==> config.mk <==
export PLATFORM = sky130hd
export DESIGN_NAME = lru_key_value_cache_top
export DESIGN_NICKNAME = d
export VERILOG_FILES = /design/src/hw/rtl/lruc_pkg.sv /design/src/hw/rtl/lruc_store.sv /design/src/hw/rtl/lru_key_value_cache_top.sv
export SDC_FILE = /design/constraint.sdc
export NUM_CORES = 1
export LEC_CHECK = 0
export ABC_AREA = 1
export ABC_CLOCK_PERIOD_IN_PS = 6400
export BUFFER_PORTS_ARGS = -buffer_cell sky130_fd_sc_hd__clkbuf_2
export CAP_MARGIN = 20
export CELL_PAD_IN_SITES_DETAIL_PLACEMENT = 1
export CELL_PAD_IN_SITES_GLOBAL_PLACEMENT = 1
export CORE_MARGIN = 2
export CORE_UTILIZATION = 25
export CTS_BUF_LIST = sky130_fd_sc_hd__clkbuf_8
export CTS_CLUSTER_SIZE = 12
export DETAILED_ROUTE_END_ITERATION = 10
export PLACE_DENSITY = 0.51
export SLEW_MARGIN = 10
export SYNTH_ARGS = -nofsm -noshare
export SYNTH_HDL_FRONTEND = slang
export SYNTH_SLANG_ARGS = --single-unit
==> constraint.sdc <==
create_clock -name clk -period 6.4 [get_ports clk]
set_input_delay 0.96 -clock clk [delete_from_list [all_inputs] [get_ports clk]]
set_output_delay 0.96 -clock clk [all_outputs]
set_load 0.03 [all_outputs]
==> src/hw/rtl/lruc_pkg.sv <==
`default_nettype none
// ----------------------------------------------------------------------------
// lruc_pkg: shared definitions for the LRU key-value cache
// Field widths, command codes, register defaults and the store write bundle.
// ----------------------------------------------------------------------------
package lruc_pkg;

    localparam int KEY_W           = 32;
    localparam int VAL_W           = 32;
    localparam int CAP_W           = 4;
    localparam int DEFAULT_ENTRIES = 8;

    localparam logic [CAP_W-1:0] CAP_RESET = 4'd8;

    localparam logic CMD_GET = 1'b0;
    localparam logic CMD_PUT = 1'b1;

    typedef struct packed {
        logic             key_we;
        logic             val_we;
        logic [KEY_W-1:0] key;
        logic [VAL_W-1:0] value;
    } wr_t;

endpackage
`default_nettype wire

==> src/hw/rtl/lruc_store.sv <==
`default_nettype none
// ----------------------------------------------------------------------------
// lruc_store: key and value memories
// One registered read port and one write port, shared by keys and values.
// ----------------------------------------------------------------------------
module lruc_store #(
    parameter int ENTRIES = lruc_pkg::DEFAULT_ENTRIES
) (
    input  wire                                            clk,
    input  wire  [((ENTRIES > 1) ? $clog2(ENTRIES) : 1)-1:0] raddr,
    output logic [lruc_pkg::KEY_W-1:0]                     rd_key,
    output logic [lruc_pkg::VAL_W-1:0]                     rd_value,
    input  wire  [((ENTRIES > 1) ? $clog2(ENTRIES) : 1)-1:0] waddr,
    input  lruc_pkg::wr_t                                  wr
);

    logic [lruc_pkg::KEY_W-1:0] key_mem [ENTRIES];
    logic [lruc_pkg::VAL_W-1:0] val_mem [ENTRIES];

    always_ff @(posedge clk)
    begin
        if (wr.key_we)
        begin
            key_mem[waddr] <= wr.key;
        end
        if (wr.val_we)
        begin
            val_mem[waddr] <= wr.value;
        end
        rd_key   <= key_mem[raddr];
        rd_value <= val_mem[raddr];
    end

endmodule
`default_nettype wire

==> src/hw/rtl/lru_key_value_cache_top.sv <==
`default_nettype none
// ----------------------------------------------------------------------------
// lru_key_value_cache_top: fully associative key-value cache, LRU replacement
// A get or put transaction is taken when start is high and busy is low. The
// key is compared against one stored entry per cycle through a single
// comparator fed by the key memory read port; the same pass finds the least
// recent entry and the lowest free slot. Busy stays high from the accepting
// edge through the scan over all entries, the read latency drain state and
// the write-back state. Done is high in the following cycle, when busy is
// already low, so a new transaction can be taken while done is high.
// The result is on the output ports while done is high for one cycle; the
// receiver cannot stall it, so capture it then. A capacity write clears the
// store and is taken only while idle.
// ----------------------------------------------------------------------------
module lru_key_value_cache_top #(
    parameter int ENTRIES = lruc_pkg::DEFAULT_ENTRIES
) (
    input  wire                               clk,
    input  wire                               rst_n,
    input  wire                               start,
    output logic                              busy,
    input  wire                               command,
    input  wire  signed [lruc_pkg::KEY_W-1:0] key,
    input  wire  signed [lruc_pkg::VAL_W-1:0] value,
    output logic                              done,
    output logic                              hit,
    output logic signed [lruc_pkg::VAL_W-1:0] read_value,
    output logic                              evicted,
    output logic signed [lruc_pkg::KEY_W-1:0] evicted_key,
    output logic                              ignored,
    input  wire                               cfg_valid,
    output logic                              cfg_ready,
    input  wire  [lruc_pkg::CAP_W-1:0]        cfg_data
);

    localparam int IDX_W = (ENTRIES > 1) ? $clog2(ENTRIES) : 1;
    localparam int CNT_W = $clog2(ENTRIES + 1);

    localparam logic [1:0] ST_IDLE  = 2'd0;
    localparam logic [1:0] ST_SCAN  = 2'd1;
    localparam logic [1:0] ST_DRAIN = 2'd2;
    localparam logic [1:0] ST_FIN   = 2'd3;

    logic [1:0]                 state_reg, state_next;
    logic [IDX_W-1:0]           scan_reg;
    logic                       q_live_reg;
    logic [IDX_W-1:0]           q_idx_reg;

    logic                       cmd_reg;
    logic [lruc_pkg::KEY_W-1:0] key_reg;
    logic [lruc_pkg::VAL_W-1:0] val_reg;

    logic                       have_reg;
    logic [IDX_W-1:0]           found_reg;
    logic [lruc_pkg::VAL_W-1:0] found_val_reg;
    logic [IDX_W-1:0]           old_idx_reg;
    logic [lruc_pkg::KEY_W-1:0] old_key_reg;
    logic                       free_have_reg;
    logic [IDX_W-1:0]           free_idx_reg;

    logic [lruc_pkg::CAP_W-1:0] capacity_reg;
    logic [ENTRIES-1:0]         valid_reg, valid_next;
    logic [IDX_W-1:0]           rank_reg  [ENTRIES];
    logic [IDX_W-1:0]           rank_next [ENTRIES];
    logic [CNT_W-1:0]           occupancy_reg, occupancy_next;

    logic                       done_reg;
    logic                       hit_reg, hit_next;
    logic [lruc_pkg::VAL_W-1:0] rd_reg, rd_next;
    logic                       ev_reg, ev_next;
    logic [lruc_pkg::KEY_W-1:0] evk_reg, evk_next;
    logic                       ign_reg, ign_next;

    logic [lruc_pkg::KEY_W-1:0] rd_key;
    logic [lruc_pkg::VAL_W-1:0] rd_value;
    logic [IDX_W-1:0]           waddr;
    lruc_pkg::wr_t              wr;

    logic                       accept;
    logic                       cfg_write;
    logic [CNT_W-1:0]           cap_eff;
    logic                       match;
    logic                       is_old;
    logic                       is_free;
    logic                       evict;
    logic [IDX_W-1:0]           slot;
    logic [IDX_W-1:0]           promo_rank;

    assign busy      = (state_reg != ST_IDLE);
    assign accept    = start && !busy;
    assign cfg_ready = !busy && !start;
    assign cfg_write = cfg_valid && cfg_ready;

    always_comb
    begin
        if (32'(capacity_reg) > ENTRIES)
        begin
            cap_eff = CNT_W'(ENTRIES);
        end
        else
        begin
            cap_eff = CNT_W'(capacity_reg);
        end
    end

    lruc_store #(
        .ENTRIES (ENTRIES)
    ) u_store (
        .clk      (clk),
        .raddr    (scan_reg),
        .rd_key   (rd_key),
        .rd_value (rd_value),
        .waddr    (waddr),
        .wr       (wr)
    );

    // shared comparator: one stored entry per cycle
    assign match   = q_live_reg && valid_reg[q_idx_reg] && (rd_key == key_reg);
    assign is_old  = q_live_reg && valid_reg[q_idx_reg] &&
                     (rank_reg[q_idx_reg] == IDX_W'(occupancy_reg - CNT_W'(1)));
    assign is_free = q_live_reg && !valid_reg[q_idx_reg];

    always_comb
    begin
        state_next = state_reg;
        case (state_reg)
            ST_IDLE:
            begin
                if (start)
                begin
                    state_next = ST_SCAN;
                end
            end
            ST_SCAN:
            begin
                if (scan_reg == IDX_W'(ENTRIES - 1))
                begin
                    state_next = ST_DRAIN;
                end
            end
            ST_DRAIN:
            begin
                state_next = ST_FIN;
            end
            ST_FIN:
            begin
                state_next = ST_IDLE;
            end
            default:
            begin
                state_next = ST_IDLE;
            end
        endcase
    end

    assign evict = (occupancy_reg >= cap_eff);
    assign promo_rank = rank_reg[found_reg];

    always_comb
    begin
        if (evict && !(free_have_reg && (free_idx_reg < old_idx_reg)))
        begin
            slot = old_idx_reg;
        end
        else
        begin
            slot = free_idx_reg;
        end
    end

    // write-back decision
    always_comb
    begin
        valid_next     = valid_reg;
        rank_next      = rank_reg;
        occupancy_next = occupancy_reg;
        hit_next       = 1'b0;
        rd_next        = '0;
        ev_next        = 1'b0;
        evk_next       = '0;
        ign_next       = 1'b0;
        waddr          = found_reg;
        wr.key_we      = 1'b0;
        wr.val_we      = 1'b0;
        wr.key         = key_reg;
        wr.value       = val_reg;
        if (state_reg == ST_FIN)
        begin
            if (cmd_reg == lruc_pkg::CMD_PUT && cap_eff == '0)
            begin
                ign_next = 1'b1;
            end
            else if (have_reg)
            begin
                hit_next = 1'b1;
                if (cmd_reg == lruc_pkg::CMD_GET)
                begin
                    rd_next = found_val_reg;
                end
                else
                begin
                    wr.val_we = 1'b1;
                end
                for (int i = 0; i < ENTRIES; i++)
                begin
                    if (valid_reg[i] && rank_reg[i] < promo_rank)
                    begin
                        rank_next[i] = rank_reg[i] + IDX_W'(1);
                    end
                end
                rank_next[found_reg] = '0;
            end
            else if (cmd_reg == lruc_pkg::CMD_PUT)
            begin
                if (evict)
                begin
                    ev_next                 = 1'b1;
                    evk_next                = old_key_reg;
                    valid_next[old_idx_reg] = 1'b0;
                    rank_next[old_idx_reg]  = '0;
                end
                else
                begin
                    occupancy_next = occupancy_reg + CNT_W'(1);
                end
                for (int i = 0; i < ENTRIES; i++)
                begin
                    if (valid_next[i])
                    begin
                        rank_next[i] = rank_reg[i] + IDX_W'(1);
                    end
                end
                valid_next[slot] = 1'b1;
                rank_next[slot]  = '0;
                waddr            = slot;
                wr.key_we        = 1'b1;
                wr.val_we        = 1'b1;
            end
        end
    end

    always_ff @(posedge clk or negedge rst_n)
    begin
        if (!rst_n)
        begin
            state_reg     <= ST_IDLE;
            scan_reg      <= '0;
            q_live_reg    <= 1'b0;
            have_reg      <= 1'b0;
            free_have_reg <= 1'b0;
            capacity_reg  <= lruc_pkg::CAP_RESET;
            valid_reg     <= '0;
            occupancy_reg <= '0;
            done_reg      <= 1'b0;
            for (int i = 0; i < ENTRIES; i++)
            begin
                rank_reg[i] <= '0;
            end
        end
        else
        begin
            state_reg  <= state_next;
            q_live_reg <= (state_reg == ST_SCAN);
            done_reg   <= (state_reg == ST_FIN);
            if (state_reg == ST_SCAN)
            begin
                scan_reg <= scan_reg + IDX_W'(1);
            end
            else
            begin
                scan_reg <= '0;
            end
            if (accept)
            begin
                have_reg      <= 1'b0;
                free_have_reg <= 1'b0;
            end
            else
            begin
                if (match && !have_reg)
                begin
                    have_reg <= 1'b1;
                end
                if (is_free && !free_have_reg)
                begin
                    free_have_reg <= 1'b1;
                end
            end
            if (cfg_write)
            begin
                capacity_reg  <= cfg_data;
                valid_reg     <= '0;
                occupancy_reg <= '0;
                for (int i = 0; i < ENTRIES; i++)
                begin
                    rank_reg[i] <= '0;
                end
            end
            else
            begin
                valid_reg     <= valid_next;
                occupancy_reg <= occupancy_next;
                rank_reg      <= rank_next;
            end
        end
    end

    // payload, no reset
    always_ff @(posedge clk)
    begin
        q_idx_reg <= scan_reg;
        if (accept)
        begin
            cmd_reg <= command;
            key_reg <= key;
            val_reg <= value;
        end
        if (match && !have_reg)
        begin
            found_reg     <= q_idx_reg;
            found_val_reg <= rd_value;
        end
        if (is_old)
        begin
            old_idx_reg <= q_idx_reg;
            old_key_reg <= rd_key;
        end
        if (is_free && !free_have_reg)
        begin
            free_idx_reg <= q_idx_reg;
        end
        if (state_reg == ST_FIN)
        begin
            hit_reg <= hit_next;
            rd_reg  <= rd_next;
            ev_reg  <= ev_next;
            evk_reg <= evk_next;
            ign_reg <= ign_next;
        end
    end

    assign done        = done_reg;
    assign hit         = hit_reg;
    assign read_value  = rd_reg;
    assign evicted     = ev_reg;
    assign evicted_key = evk_reg;
    assign ignored     = ign_reg;

    a_fin_strobe: assert property (@(posedge clk) disable iff (!rst_n)
        (state_reg == ST_FIN) |=> (done && !busy))
        else $error("done strobe missing after write-back");

    a_hit_no_evict: assert property (@(posedge clk) disable iff (!rst_n)
        done |-> !(hit && evicted))
        else $error("hit and eviction in one transaction");

    a_ignored_alone: assert property (@(posedge clk) disable iff (!rst_n)
        (done && ignored) |-> (!hit && !evicted && $past(cap_eff == '0)))
        else $error("ignored put with side effects");

    a_occ_bound: assert property (@(posedge clk) disable iff (!rst_n)
        occupancy_reg <= cap_eff)
        else $error("occupancy above capacity");

    a_occ_count: assert property (@(posedge clk) disable iff (!rst_n)
        (state_reg == ST_IDLE) |-> ($countones(valid_reg) == 32'(occupancy_reg)))
        else $error("valid marks disagree with occupancy");

endmodule
`default_nettype wire
==> results.py <==
metrics = {
    "global_routing": {
        "grt_max_degree": 105,
        "grt_antenna_before_repair": 7,
        "overflow": 0,
        "grt_pass1_wl_um": 137600,
        "grt_pass1_vias": 21920,
        "track_usage": 0.1344,
    },
    "cells_and_area": {
        "reg_top3": "u_store.key_mem (256), u_store.val_mem (256)",
        "postLayoutCellArea_um2": 38940,
        "nFillCells": 14480,
        "final_util": 0.2962,
        "multiInputGateArea_um2": 7873,
        "final_common_cell": "edfxtp_1",
        "fin_nets": 3026,
        "ff_latch_area_um2": 24110,
        "area_growth_pct": 17.56,
        "fin_cells": 4801,
        "drive_gt1_frac": 0.1584,
        "layout_common_cells": "edfxtp_1 (717), nor2_1 (538), o21ai_0 (292), nand2_1 (263), inv_1 (233)",
    },
    "detailed_routing": {
        "wl_met2_um": 42040,
        "viasPerCell": 4.366,
        "wl_met3_um": 4122,
        "dr.first_iter.drc_count": 1051,
        "drc": 0,
        "drt-pass1-iter-count": 7,
        "vias": 20960,
        "wl_met1_um": 42970,
        "top_layer": "met4",
        "wire_per_inst_um": 18.93,
        "routed_wl_um": 90900,
        "postRouteAntennaNets": 0,
    },
    "timing": {
        "fmax_ghz": 0.3004,
        "setup_viol": 0,
        "fin_crit_ps": 3329,
        "maxSlewHeadroom": 0.3450,
        "drv_slew": 0,
        "tns_ps": 0,
        "worst_slew_pin_slew_ps": 982.5,
        "rsz0062_at_grt": "no",
        "layout_setup_ws_ps": 3071,
        "clock_skew_ps": 53.93,
        "hold_viol_final": 0,
        "finalCritPeriodShare": 0.5202,
    },
    "placed_design": {
        "placed_cell_area_um2": 35870,
        "port_buffers": 142,
        "pre_cts_slack_ps": 3060,
        "gp_congestion": 0.7835,
        "place_inst": 4513,
        "hpwl_um": 52110,
    },
    "floorplan": {
        "die_width_um": 368.0,
        "core_um2": 131500,
        "start_util": 0.2519,
        "io-pin-count": 143,
        "die_area_um2": 135400,
        "die_h_um": 368.0,
        "rows": 133,
    },
    "critical_path": {
        "start_kind": "register",
        "cp.arrival_ps": 3780,
        "required_ps": 6850,
        "end_kind": "register",
        "r2r_slack_ps": 3070,
        "critPathKind": "register to register",
        "r2r-start": "capacity_reg[3]",
        "cp_max_fo": 32,
        "cp-startpoint": "capacity_reg[3]",
    },
    "clocking": {
        "htree_levels": 4,
        "clkLatencyLatePin_ps": 860,
        "root_buffer": "clkbuf_8",
        "clk_pin_slew_ps": 60,
        "cts_hold_buffers": 0,
        "cts.sinks": 833,
        "cts_tree": "built",
        "cts.path.max_buffers": 3,
        "numCtsBuffers": 154,
        "cts_setup_buffers": 0,
        "ctsResizeCount": 0,
    },
    "yosys": {
        "syn-cell-area_um2": 33120,
        "synth_cells": 2702,
        "ys.warnings.count": 0,
        "synth_nets": 2814,
        "avgSynthCellArea_um2": 12.26,
        "ys_types": 47,
        "synth_seq_area_share": 0.7276,
        "synth_seq_cells": 833,
    },
    "job": {
        "cap_violations": 0,
    },
    "power": {
        "irDropWorstVdd_mv": 0.2728,
        "netSwitchingFraction": 0.3542,
        "clkPwrFrac": 0.303,
        "sequentialPowerShare": 0.454,
        "p_per_area_nw_per_um2": 425.1,
        "p_int_uw": 10690,
        "p_switching_uw": 5863,
        "p_comb_frac": 0.243,
        "p_leak_uw": 0.01421,
    },
    "min_path": {
        "hold_path.class": "primary input to asynchronous set/reset pin",
    },
    "status": {
        "status": "complete, no violations",
    },
}
==> synth_stat cells (all sizes together) <==
cell / n / share of area
a211oi: 8 / 0.0018
a21oi: 51 / 0.0078
a221oi: 2 / 0.00053
a22oi: 1 / 0.00023
a31oi: 64 / 0.012
buf: 69 / 0.012
clkbuf: 52 / 0.0059
clkinv: 1 / 0.00011
dfrtp: 48 / 0.036
dfstp: 1 / 0.00079
dfxtp: 67 / 0.040
edfxtp: 717 / 0.65
ha: 39 / 0.015
inv: 185 / 0.021
nand2: 298 / 0.037
nand3: 88 / 0.016
nand4: 8 / 0.0019
nor2: 555 / 0.064
nor3: 15 / 0.0024
nor3b: 1 / 0.00023
o2111ai: 1 / 0.00026
o211ai: 12 / 0.0027
o21a: 3 / 0.00068
o21ai: 298 / 0.046
o22ai: 69 / 0.013
o31ai: 1 / 0.00023
or2: 4 / 0.00083
xnor2: 35 / 0.0093
xor2: 9 / 0.0024
==> metal layers <==
metal	global-route usage	vias up
li1	-	9939
met1	0.1811	10510
met2	0.2152	369
met3	0.03017	139
met4	0.04027	0
met5	0	-
==> power groups by stage <==
stage               clock network (uW)  registers, uW  logic [uW]
detailed placement                   0           7630        4120
global route                      5450           7610        4590
global placement                     0           7640        4090
CTS                               5220           7530        4150
floorplan                            0           7510        2750
finish                            5020           7510        4030
==> critical path, cell delays in order (launching register included) <==
cell and delay, ps:
dfstp_2 530, inv_2 60, ha_1 320, a21oi_1 220, nand3_4 280, nand2_4 200
nand2_4 60, nand2_4 100, nand2_4 120, o21ai_4 160, nand2_2 230, nor2_4 140
buf_4 490
==> layout make-up <==
cell class                 instances  area share
sequential                       833      0.6191
multi-input combinational       1562      0.2022
clock buffer                     178     0.06292
inverter                         186     0.01832
clock inverter                   107     0.01558
antenna                            3   0.0001928
tap                             1755     0.05639
timing repair buffer             177     0.02532
==> through the flow <==
| step | total power, uW | hold WS (ps) |
|---|---|---|
| 3_5_place_dp | 11760 | 390.2 |
| 5_1_grt | 17640 | 202.1 |
| 3_3_place_gp | 11730 | 386.2 |
| 4_1_cts | 16900 | 168.2 |
| 2_1_floorplan | 10260 | 373.3 |
| 6_report | 16550 | 289.4 |
==> final timing paths <==
check | end | depth (start not counted)
max reg2reg | u_store.val_mem[2][21] | 12
min | valid_reg[3] | 2
min in group clk | val_reg[30] | 1
min reg2reg | found_val_reg[9] | 0
max | u_store.val_mem[2][21] | 12
max in group asynchronous | scan_reg[0] | 2
==> kinds of logic after synthesis <==
logic type,Yosys count,share of synthesized area
flip-flops,833,0.7276
buffers and inverters,307,0.03861
AND/OR/NAND/NOR,969,0.1224
adder cells (fa/ha/maj),39,0.01473
XOR/XNOR,44,0.01163
AO/OA/AOI/OAI,510,0.08500
Power figures use the tool's default switching activity.
